### src/rtl/core/assert_macros.svh
// Assertion macros shared by the software timer table RTL.
`ifndef ASSERT_MACROS_SVH
`define ASSERT_MACROS_SVH

// Concurrent assertion on an explicit clock and active-low reset.
`define ASSERT_CLK(label, clk, rst_n, prop, msg) \
  label: assert property (@(posedge clk) disable iff (!rst_n) (prop)) else $error(msg);

// Concurrent assertion on the block clock clk_i and reset rst_ni.
`define ASSERT_ON(label, prop, msg) \
  `ASSERT_CLK(label, clk_i, rst_ni, prop, msg)

`endif

### src/rtl/core/stt_pkg.sv
// Package with types, codes and default sizes of the software timer table.
`default_nettype none

package stt_pkg;

  localparam int unsigned TimerSlotsDefault  = 8;
  localparam int unsigned TimeBitsDefault    = 32;
  localparam int unsigned HandlerBitsDefault = 8;

  localparam logic OP_TICK   = 1'b0;
  localparam logic OP_INSERT = 1'b1;

  localparam logic KIND_STATUS = 1'b0;
  localparam logic KIND_FIRED  = 1'b1;

  typedef enum logic [1:0] {
    STATUS_OK        = 2'd0,
    STATUS_FULL      = 2'd1,
    STATUS_ZERO_TIME = 2'd2
  } status_e;

  typedef enum logic [2:0] {
    ST_IDLE   = 3'b001,
    ST_SCAN   = 3'b010,
    ST_DECIDE = 3'b100
  } state_e;

  typedef struct packed {
    logic update;
    logic fire;
    logic insert;
  } cmd_t;

  typedef struct packed {
    logic found;
    logic more;
    logic free;
  } tok_flags_t;

endpackage

`default_nettype wire

### src/rtl/core/stt_cell.sv
// One timer slot cell that also forwards the search word along the chain.
`default_nettype none

`include "assert_macros.svh"

module stt_cell import stt_pkg::*; #(
  parameter int unsigned TIME_BITS    = TimeBitsDefault,
  parameter int unsigned HANDLER_BITS = HandlerBitsDefault,
  parameter int unsigned SLOT_BITS    = 3,
  parameter logic [SLOT_BITS-1:0] SlotId = '0
) (
  input  wire logic                    clk_i,
  input  wire logic                    rst_ni,
  input  wire cmd_t                    cmd_i,
  input  wire logic [SLOT_BITS-1:0]    sel_i,
  input  wire logic [TIME_BITS-1:0]    elapsed_i,
  input  wire logic [TIME_BITS-1:0]    initial_time_i,
  input  wire logic [TIME_BITS-1:0]    reload_period_i,
  input  wire logic                    one_shot_i,
  input  wire logic [HANDLER_BITS-1:0] handler_id_i,
  input  wire tok_flags_t              tok_flags_i,
  input  wire logic [TIME_BITS-1:0]    tok_val_i,
  input  wire logic [SLOT_BITS-1:0]    tok_idx_i,
  input  wire logic [HANDLER_BITS-1:0] tok_hdl_i,
  input  wire logic [SLOT_BITS-1:0]    tok_free_idx_i,
  output tok_flags_t                   tok_flags_o,
  output logic [TIME_BITS-1:0]         tok_val_o,
  output logic [SLOT_BITS-1:0]         tok_idx_o,
  output logic [HANDLER_BITS-1:0]      tok_hdl_o,
  output logic [SLOT_BITS-1:0]         tok_free_idx_o
);

  logic                    active_q, active_d;
  logic                    expired_q, expired_d;
  logic [TIME_BITS-1:0]    remaining_q, remaining_d;
  logic [TIME_BITS-1:0]    period_q, period_d;
  logic                    oneshot_q, oneshot_d;
  logic [HANDLER_BITS-1:0] handler_q, handler_d;
  logic                    hit;
  logic                    take;

  tok_flags_t              tok_flags_q, tok_flags_d;
  logic [TIME_BITS-1:0]    tok_val_q, tok_val_d;
  logic [SLOT_BITS-1:0]    tok_idx_q, tok_idx_d;
  logic [HANDLER_BITS-1:0] tok_hdl_q, tok_hdl_d;
  logic [SLOT_BITS-1:0]    tok_free_idx_q, tok_free_idx_d;

  assign hit = (sel_i == SlotId);

  always_comb begin
    active_d    = active_q;
    expired_d   = expired_q;
    remaining_d = remaining_q;
    period_d    = period_q;
    oneshot_d   = oneshot_q;
    handler_d   = handler_q;
    if (cmd_i.update && active_q) begin
      if (remaining_q <= elapsed_i) begin
        expired_d = 1'b1;
      end else begin
        remaining_d = remaining_q - elapsed_i;
      end
    end
    if (cmd_i.fire && hit) begin
      expired_d = 1'b0;
      if (oneshot_q || (period_q == '0)) begin
        active_d = 1'b0;
      end else begin
        remaining_d = period_q;
      end
    end
    if (cmd_i.insert && hit) begin
      active_d    = 1'b1;
      remaining_d = initial_time_i;
      period_d    = reload_period_i;
      oneshot_d   = one_shot_i;
      handler_d   = handler_id_i;
    end
  end

  // The earliest expired slot wins; on equal times the word from a lower slot is kept.
  assign take = expired_q && (!tok_flags_i.found || (remaining_q < tok_val_i));

  always_comb begin
    tok_flags_d.found = tok_flags_i.found | expired_q;
    tok_flags_d.more  = tok_flags_i.more | (tok_flags_i.found & expired_q);
    tok_flags_d.free  = tok_flags_i.free | !active_q;
    tok_val_d         = take ? remaining_q : tok_val_i;
    tok_idx_d         = take ? SlotId : tok_idx_i;
    tok_hdl_d         = take ? handler_q : tok_hdl_i;
    tok_free_idx_d    = (!tok_flags_i.free && !active_q) ? SlotId : tok_free_idx_i;
  end

  always_ff @(posedge clk_i or negedge rst_ni) begin
    if (!rst_ni) begin
      active_q    <= 1'b0;
      expired_q   <= 1'b0;
      tok_flags_q <= '0;
    end else begin
      active_q    <= active_d;
      expired_q   <= expired_d;
      tok_flags_q <= tok_flags_d;
    end
  end

  always_ff @(posedge clk_i) begin
    remaining_q    <= remaining_d;
    period_q       <= period_d;
    oneshot_q      <= oneshot_d;
    handler_q      <= handler_d;
    tok_val_q      <= tok_val_d;
    tok_idx_q      <= tok_idx_d;
    tok_hdl_q      <= tok_hdl_d;
    tok_free_idx_q <= tok_free_idx_d;
  end

  assign tok_flags_o    = tok_flags_q;
  assign tok_val_o      = tok_val_q;
  assign tok_idx_o      = tok_idx_q;
  assign tok_hdl_o      = tok_hdl_q;
  assign tok_free_idx_o = tok_free_idx_q;

  `ASSERT_ON(a_fire_needs_expired, (cmd_i.fire && hit) |-> expired_q,
             "A slot fired that had not expired.")
  `ASSERT_ON(a_insert_needs_free, (cmd_i.insert && hit) |-> !active_q,
             "An insert overwrote an active slot.")
  `ASSERT_ON(a_expired_is_active, expired_q |-> active_q,
             "An inactive slot is marked expired.")

endmodule

`default_nettype wire

### src/rtl/core/software_timer_table_unit.sv
// Top level of the software timer table: slot cell chain and its sequencer.
`default_nettype none

`include "assert_macros.svh"

// An item is taken when start is high and busy is low; the elapsed time is applied
// to every active slot at that edge. A search word then walks the row of slot
// cells, one cell per cycle, and the sequencer acts on its outcome in the decide
// state. One search is run for each fired timer, and one more for an insert that
// follows fired timers; an item that fires nothing still runs one search, and busy
// stays high until its last search is done. Results appear on the result ports
// for a single cycle, marked by result_valid_o, in order and with last_o on the
// final one; the receiver must take each result in the cycle it is shown, since
// nothing holds a result back. A tick that fires nothing gives no result.
module software_timer_table_unit import stt_pkg::*; #(
  parameter int unsigned TIMER_SLOTS  = TimerSlotsDefault,
  parameter int unsigned TIME_BITS    = TimeBitsDefault,
  parameter int unsigned HANDLER_BITS = HandlerBitsDefault,
  localparam int unsigned SlotBits    = (TIMER_SLOTS > 1) ? $clog2(TIMER_SLOTS) : 1
) (
  input  wire logic                    clk_i,
  input  wire logic                    rst_ni,
  input  wire logic                    start,
  output logic                         busy,
  input  wire logic                    op_i,
  input  wire logic [TIME_BITS-1:0]    elapsed_i,
  input  wire logic [TIME_BITS-1:0]    initial_time_i,
  input  wire logic [TIME_BITS-1:0]    reload_period_i,
  input  wire logic                    one_shot_i,
  input  wire logic [HANDLER_BITS-1:0] handler_id_i,
  output logic                         result_valid_o,
  output logic                         kind_o,
  output logic [HANDLER_BITS-1:0]      fired_handler_o,
  output logic [SlotBits-1:0]          slot_index_o,
  output logic [1:0]                   status_o,
  output logic                         last_o
);

  state_e                  state_q, state_d;
  logic [SlotBits-1:0]     cnt_q, cnt_d;
  logic                    op_q;
  logic [TIME_BITS-1:0]    init_q;
  logic [TIME_BITS-1:0]    period_q;
  logic                    oneshot_q;
  logic [HANDLER_BITS-1:0] hdl_q;

  logic                    accept;
  logic                    decide;
  logic                    found;
  logic                    insert_ok;
  cmd_t                    cmd;
  logic [SlotBits-1:0]     sel;
  logic [TIME_BITS-1:0]    ins_time;
  logic [TIME_BITS-1:0]    ins_period;
  logic                    ins_oneshot;
  logic [HANDLER_BITS-1:0] ins_hdl;
  status_e                 status;

  tok_flags_t              tok_flags    [TIMER_SLOTS+1];
  logic [TIME_BITS-1:0]    tok_val      [TIMER_SLOTS+1];
  logic [SlotBits-1:0]     tok_idx      [TIMER_SLOTS+1];
  logic [HANDLER_BITS-1:0] tok_hdl      [TIMER_SLOTS+1];
  logic [SlotBits-1:0]     tok_free_idx [TIMER_SLOTS+1];

  assign tok_flags[0]    = '0;
  assign tok_val[0]      = '0;
  assign tok_idx[0]      = '0;
  assign tok_hdl[0]      = '0;
  assign tok_free_idx[0] = '0;

  assign accept = start && !busy;
  assign decide = (state_q == ST_DECIDE);
  assign found  = tok_flags[TIMER_SLOTS].found;

  assign insert_ok = decide && !found && (op_q == OP_INSERT) && (init_q != '0)
                     && tok_flags[TIMER_SLOTS].free;

  assign cmd.update = accept;
  assign cmd.fire   = decide && found;
  assign cmd.insert = insert_ok;
  assign sel        = found ? tok_idx[TIMER_SLOTS] : tok_free_idx[TIMER_SLOTS];

  assign ins_time    = init_q;
  assign ins_period  = period_q;
  assign ins_oneshot = oneshot_q;
  assign ins_hdl     = hdl_q;

  for (genvar i = 0; i < TIMER_SLOTS; i++) begin : g_cell
    stt_cell #(
      .TIME_BITS   (TIME_BITS),
      .HANDLER_BITS(HANDLER_BITS),
      .SLOT_BITS   (SlotBits),
      .SlotId      (SlotBits'(i))
    ) u_cell (
      .clk_i          (clk_i),
      .rst_ni         (rst_ni),
      .cmd_i          (cmd),
      .sel_i          (sel),
      .elapsed_i      (elapsed_i),
      .initial_time_i (ins_time),
      .reload_period_i(ins_period),
      .one_shot_i     (ins_oneshot),
      .handler_id_i   (ins_hdl),
      .tok_flags_i    (tok_flags[i]),
      .tok_val_i      (tok_val[i]),
      .tok_idx_i      (tok_idx[i]),
      .tok_hdl_i      (tok_hdl[i]),
      .tok_free_idx_i (tok_free_idx[i]),
      .tok_flags_o    (tok_flags[i+1]),
      .tok_val_o      (tok_val[i+1]),
      .tok_idx_o      (tok_idx[i+1]),
      .tok_hdl_o      (tok_hdl[i+1]),
      .tok_free_idx_o (tok_free_idx[i+1])
    );
  end

  always_comb begin
    state_d = state_q;
    cnt_d   = cnt_q;
    unique case (state_q)
      ST_IDLE: begin
        if (accept) begin
          state_d = ST_SCAN;
          cnt_d   = '0;
        end
      end
      ST_SCAN: begin
        cnt_d = cnt_q + 1'b1;
        if (cnt_q == SlotBits'(TIMER_SLOTS - 1)) begin
          state_d = ST_DECIDE;
        end
      end
      ST_DECIDE: begin
        cnt_d = '0;
        if (found && (tok_flags[TIMER_SLOTS].more || (op_q == OP_INSERT))) begin
          state_d = ST_SCAN;
        end else begin
          state_d = ST_IDLE;
        end
      end
      default: begin
        state_d = ST_IDLE;
      end
    endcase
  end

  always_ff @(posedge clk_i or negedge rst_ni) begin
    if (!rst_ni) begin
      state_q <= ST_IDLE;
      cnt_q   <= '0;
    end else begin
      state_q <= state_d;
      cnt_q   <= cnt_d;
    end
  end

  always_ff @(posedge clk_i) begin
    if (accept) begin
      op_q      <= op_i;
      init_q    <= initial_time_i;
      period_q  <= reload_period_i;
      oneshot_q <= one_shot_i;
      hdl_q     <= handler_id_i;
    end
  end

  always_comb begin
    if (found || (init_q != '0 && tok_flags[TIMER_SLOTS].free)) begin
      status = STATUS_OK;
    end else if (init_q == '0) begin
      status = STATUS_ZERO_TIME;
    end else begin
      status = STATUS_FULL;
    end
  end

  assign busy            = (state_q != ST_IDLE);
  assign result_valid_o  = decide && (found || (op_q == OP_INSERT));
  assign kind_o          = found ? KIND_FIRED : KIND_STATUS;
  assign fired_handler_o = found ? tok_hdl[TIMER_SLOTS] : '0;
  assign slot_index_o    = (found || insert_ok) ? sel : '0;
  assign status_o        = status;
  assign last_o          = found ? (!tok_flags[TIMER_SLOTS].more && (op_q != OP_INSERT))
                                 : 1'b1;

  `ASSERT_ON(a_result_while_busy, result_valid_o |-> busy,
             "A result appeared while the unit was idle.")
  `ASSERT_ON(a_last_ends_item, (result_valid_o && last_o) |=> !busy,
             "The unit stayed busy after the final result.")
  `ASSERT_ON(a_decide_after_scan, decide |-> ($past(state_q) == ST_SCAN),
             "A decision was taken without a completed chain search.")
  `ASSERT_ON(a_accept_goes_busy, accept |=> (busy && !result_valid_o),
             "An accepted word did not start a chain search.")

endmodule

`default_nettype wire

### config.mk
export PLATFORM = sky130hd
export DESIGN_NAME = software_timer_table_unit
export DESIGN_NICKNAME = d
export VERILOG_FILES = /design/src/rtl/core/stt_pkg.sv /design/src/rtl/core/stt_cell.sv /design/src/rtl/core/software_timer_table_unit.sv
export VERILOG_INCLUDE_DIRS = /design/src /design/src/rtl/core
export SDC_FILE = /design/constraint.sdc
export NUM_CORES = 2
export LEC_CHECK = 0
export BUFFER_PORTS_ARGS = -buffer_cell sky130_fd_sc_hd__buf_2
export CORE_ASPECT_RATIO = 0.75
export CORE_UTILIZATION = 55
export CTS_CLUSTER_SIZE = 25
export DETAILED_ROUTE_END_ITERATION = 16
export PLACE_DENSITY = 0.71
export RECOVER_POWER = 25
export SYNTH_ARGS = -nofsm -noshare
export SYNTH_HDL_FRONTEND = slang
export SYNTH_SLANG_ARGS = --single-unit
### constraint.sdc
create_clock -name clk_i -period 5.93 [get_ports clk_i]
set_input_delay 0.2965 -clock clk_i [delete_from_list [all_inputs] [get_ports clk_i]]
set_output_delay 0.2965 -clock clk_i [all_outputs]
set_load 0.05 [all_outputs]
==> run summary <==
For this run, the detailed router's first-pass iteration total came to 9. The distinct cell type count after synthesis is 93. For this design the ratio of total power to cell area is 363.5 nW/um^2. The highest achievable clock rate is 193.8 MHz. The max-cap violation count came out at 2. For the worst setup path, the data required time is 6550 ps. The remaining number of nets flagged by the antenna check after routing came out at 0. The finished layout holds 7182 standard cells, fillers aside. The setup slack on the worst flop-to-flop path is 770 ps. The relative slew slack came out at -1.266. The share of synthesized registers carrying an async set or reset is 0.04390.

The library cell used most frequently in the layout, excluding fill and tap cells, is sky130_fd_sc_hd__dfxtp_1. The count of state elements after synthesis came out at 1025. The worst register-to-register path begins at init_q[2]$_DFFE_PP_.

Of the total synthesized cell area, the portion taken by XOR and XNOR cells is 0.03347. For this run, the leading register cell type out of synthesis is sky130_fd_sc_hd__dfxtp_1. 126 I/O pins were placed.

The via count of the first global-routing pass was 43232. The overall die width came out at 369.6 um. The initial antenna violation count came out at 10. Across the routed clock network, the largest skew measured is 60.94 ps.

The number of standard-cell rows in the floorplan is 100. The worst slack at placement is 1335 ps. The mean post-synth cell area is 9.926 um^2. The wire length of the first global-routing pass came out at 293500 um.

The worst hold path stage count came out at 4. The post-route clock period utilization is 0.8701. The half-perimeter wire length after detailed placement is 155000 um. For this run, the register share of the synthesized area comes to 0.4444. The die covers 102600 um^2. At the end of the flow the core is filled with cells to 0.6213. The compound-cell area share of the yosys netlist was 0.1845. The vias after detailed routing came out at 47079. The initial cell density of the core came out at 0.5582. The data arrival time of the critical path came out at 5780 ps. The overall power came out at 22.55 mW. The number of port buffers came out at 125. The category of the most critical setup path is reg -> reg.

The critical path buffer and inverter count is 1. The per-cell via count in the routed design is 6.555. The combinational family with the most area after synthesis is compound AO/OA/AOI/OAI gates. The biggest fanout along the worst timing path came out at 14.

In the final layout, the share of cells above drive strength 1 is 0.1171. The pin count of the biggest net entering global routing is 58. The highest ir drop seen on vdd is 0.0003992 V. The aggregate routed wire length is 205800 um. Summed over all cells, the static leakage comes to 25.02 nW. The worst hold path class is in -> reg.

Setup repair after global routing left no endpoint under its margin. The path with the worst hold slack has its endpoint at state_q[0]$_DFFE_PN1P_. STA classifies the critical path startpoint as a register. The post-layout minimum cycle time came out at 5160 ps. The starting DRC count in detailed routing came out at 7163. The total of fill cells in the finished design came out at 8158. In the layout the commonest cells are sky130_fd_sc_hd__dfxtp_1 (578), sky130_fd_sc_hd__ha_1 (475), sky130_fd_sc_hd__a21oi_1 (464). For this design, the slowest cell found on the critical path is sky130_fd_sc_hd__nor4_1.

In the final timing run, aggregate negative setup slack is 0 ps. The total setup violations reported at the end of the flow is 0. The number of hold buffers added after CTS came out at 75.

The global placement routability congestion came out at 1.071. Of the total synthesized cell area, the portion taken by full adders, half adders and majority gates is 0.1095. The area of the core region is 99850 um^2. The overall global routing resource usage came out at 0.3928. After the last flow step, the layout net total stands at 6354. Across all setup checks in the final design, the least slack found is 770.3 ps. The number of warnings reported in the yosys synthesis log is 0.

Measured against the total synthesized area, the mux share comes to 0.07061. The final reports fail on capacitance limit, slew limit. The synthesized area is 55730 um^2. The buffer type at the clock tree root is sky130_fd_sc_hd__clkbuf_16. The post-synth net total is 6207. The number of enable flip-flop cells after synthesis came out at 402. The number of cells in the design after placement is 6911. Relative to the synthesized area, the layout overhead comes to 11.30%. The TritonCTS buffer count came out at 100. Synthesis produced 5615 cells. The maximum clock path buffer count is 3. The flow ran to the end, but the final reports show violations. The clock sink count came out at 1025. For this run, the slowest stage of the critical path takes 1060 ps. The mean routed wirelength per cell came out at 28.65 um.

The clock latency of the later-clocked register in the worst-skew pair came out at 760 ps. The post-CTS setup buffer count is 0. The depth of the CTS H-tree came out at 3.

Clock-pin slew was measured on the worst setup and hold paths at 70 ps. Walking the worst path, the cells encountered are nor4_1 > nand4_1 > nor2_1 > nor3b_1 > nand2_1 > inv_2 > nor2_1 > nand2_1 > o221a_2. The measured slew at the worst slew-check pin is 3399 ps. Post-CTS repair changed the size of 0 cells. The total count of hold-check failures in the final report was 0. From bottom edge to top edge, the die measures 277.7 um. TritonCTS built the clock tree. The worst setup path is captured at a register. The endpoint identified for the worst register-to-register timing path is g_cell[0].u_cell.remaining_q[29]$_DFF_P_.

After detailed routing, the number of remaining DRC violations is 0. The total overflow left after global routing is 0. The family with the most delay on the worst path is simple AND/OR/NAND/NOR gates. The worst reg-to-reg path cell count is 9. The max-slew violation count came out at 89. Of the total synthesized cell area, the portion taken by AND, OR, NAND and NOR gates is 0.1159.

The worst hold path begins at start.
[logic make-up (layout without fill, tap and decap cells)]
kind of cell,after synthesis,in the layout
other,0,7
AOI/OAI and AO/OA,1634,1634
adders and majority gates,483,483
xor gates and xnor gates,213,213
buffers and inverters,587,821
and+or+nand+nor,1310,1310
DFF,1025,1025
muxes,363,363
[worst max path at each step]
stage | startpoint | end | depth (start not counted)
floorplan | g_cell[7].u_cell.tok_flags_o[2]$_DFF_PN0_ | g_cell[5].u_cell.remaining_q[30]$_DFF_P_ | 9
global placement | elapsed_i[31] | g_cell[6].u_cell.remaining_q[8]$_DFF_P_ | 12
detailed placement | init_q[2]$_DFFE_PP_ | g_cell[0].u_cell.remaining_q[28]$_DFF_P_ | 10
CTS | init_q[2]$_DFFE_PP_ | g_cell[0].u_cell.remaining_q[28]$_DFF_P_ | 10
global route | init_q[2]$_DFFE_PP_ | g_cell[0].u_cell.remaining_q[28]$_DFF_P_ | 10
finish | init_q[2]$_DFFE_PP_ | g_cell[0].u_cell.remaining_q[29]$_DFF_P_ | 9
[state kept, by name, summed over array words and instances (netlist names), 17 cells and up]
| register | cells |
|---|---|
| g_cell.u_cell.tok_hdl_o | 64 |
| g_cell.u_cell.handler_q | 64 |
| g_cell.u_cell.tok_free_idx_o | 17 |
| g_cell.u_cell.tok_val_o | 224 |
| g_cell.u_cell.remaining_q | 256 |
| g_cell.u_cell.period_q | 256 |
| g_cell.u_cell.tok_idx_o | 17 |
| g_cell.u_cell.tok_flags_o | 23 |
| init_q | 32 |
| ins_period | 32 |
[Yosys cell counts, types with 11 or more instances]
cell	instances	area, um^2
sky130_fd_sc_hd__nand2b_1	65	406.6
sky130_fd_sc_hd__nand4_1	109	681.9
sky130_fd_sc_hd__nor2b_1	52	325.3
sky130_fd_sc_hd__a21oi_1	466	2332
sky130_fd_sc_hd__buf_2	45	225.2
sky130_fd_sc_hd__dfrtp_1	44	1101
sky130_fd_sc_hd__nand3_1	79	395.4
sky130_fd_sc_hd__inv_1	335	1257
sky130_fd_sc_hd__a221o_1	11	110.1
sky130_fd_sc_hd__or3_1	26	162.7
sky130_fd_sc_hd__or2_2	30	187.7
sky130_fd_sc_hd__xor2_1	91	797.0
sky130_fd_sc_hd__nor3_1	54	270.3
sky130_fd_sc_hd__a21o_1	244	1832
sky130_fd_sc_hd__a22oi_1	23	172.7
sky130_fd_sc_hd__nor4_1	89	556.8
sky130_fd_sc_hd__o31ai_1	24	180.2
sky130_fd_sc_hd__o21ai_0	376	1882
sky130_fd_sc_hd__xnor2_1	122	1069
sky130_fd_sc_hd__nor2_1	264	991.0
sky130_fd_sc_hd__and3_1	37	231.5
sky130_fd_sc_hd__buf_1	19	71.32
sky130_fd_sc_hd__edfxtp_1	402	12070
sky130_fd_sc_hd__and2_1	61	381.6
sky130_fd_sc_hd__dfxtp_1	578	11570
sky130_fd_sc_hd__o21a_1	46	345.3
sky130_fd_sc_hd__a2111oi_0	14	122.6
sky130_fd_sc_hd__o21ai_1	21	105.1
sky130_fd_sc_hd__a31oi_1	41	256.5
sky130_fd_sc_hd__o22ai_1	55	344.1
sky130_fd_sc_hd__ha_1	475	5943
sky130_fd_sc_hd__clkbuf_1	177	664.4
sky130_fd_sc_hd__a211oi_1	51	382.9
sky130_fd_sc_hd__mux2_2	240	2703
sky130_fd_sc_hd__a221oi_1	35	306.5
sky130_fd_sc_hd__o21bai_1	46	345.3
sky130_fd_sc_hd__nand2_1	401	1505
sky130_fd_sc_hd__mux2i_1	122	1221
sky130_fd_sc_hd__o211ai_1	54	405.4
sky130_fd_sc_hd__a21boi_0	16	120.1
[stage by stage]
stage	hold slack [ps]	area (um^2)
2_1_floorplan	0.9089	55730
3_3_place_gp	388.8	57800
3_5_place_dp	396.2	57800
4_1_cts	36.71	62050
5_1_grt	120.2	62020
6_report	69.68	62030
[power breakdown]
| group | switching [mW] | leakage, nW | total [mW] | internal [mW] |
|---|---|---|---|---|
| clock network | 2.99 | 1.68 | 6.76 | 3.77 |
| logic | 3.41 | 14.4 | 5.90 | 2.49 |
| registers | 1.26 | 8.96 | 9.89 | 8.63 |
[worst reg2reg max path, stage by stage (launching register included)]
cell                       delay (ps)
sky130_fd_sc_hd__edfxtp_1         720
sky130_fd_sc_hd__nor4_1          1060
sky130_fd_sc_hd__nand4_1          490
sky130_fd_sc_hd__nor2_1           330
sky130_fd_sc_hd__nor3b_1          190
sky130_fd_sc_hd__nand2_1          640
sky130_fd_sc_hd__inv_2            280
sky130_fd_sc_hd__nor2_1           620
sky130_fd_sc_hd__nand2_1          340
sky130_fd_sc_hd__o221a_2          350
[metal layers]
metal	track usage	wire length (um)	part of all wire	up-vias
li1	-	-	-	20978
met1	0.5798	88120	0.43	22475
met2	0.5055	76290	0.37	3200
met3	0.1612	33220	0.16	424
met4	0.1342	8043	0.039	2
met5	0.005629	77	0.00037	-
[final cells by class]
class / count / area (um^2) / share of cell area
Inverter: 336 / 1261 / 0.02033
Tap cell: 1326 / 1659 / 0.02675
Timing Repair Buffer: 296 / 2058 / 0.03318
Multi-Input combinational cell: 4003 / 28770 / 0.4637
Antenna cell: 7 / 17.52 / 0.0002824
Clock buffer: 146 / 2950 / 0.04756
Sequential cell: 1025 / 24770 / 0.3993
Clock inverter: 43 / 548.0 / 0.008835
(Power assumes the default switching activity.)
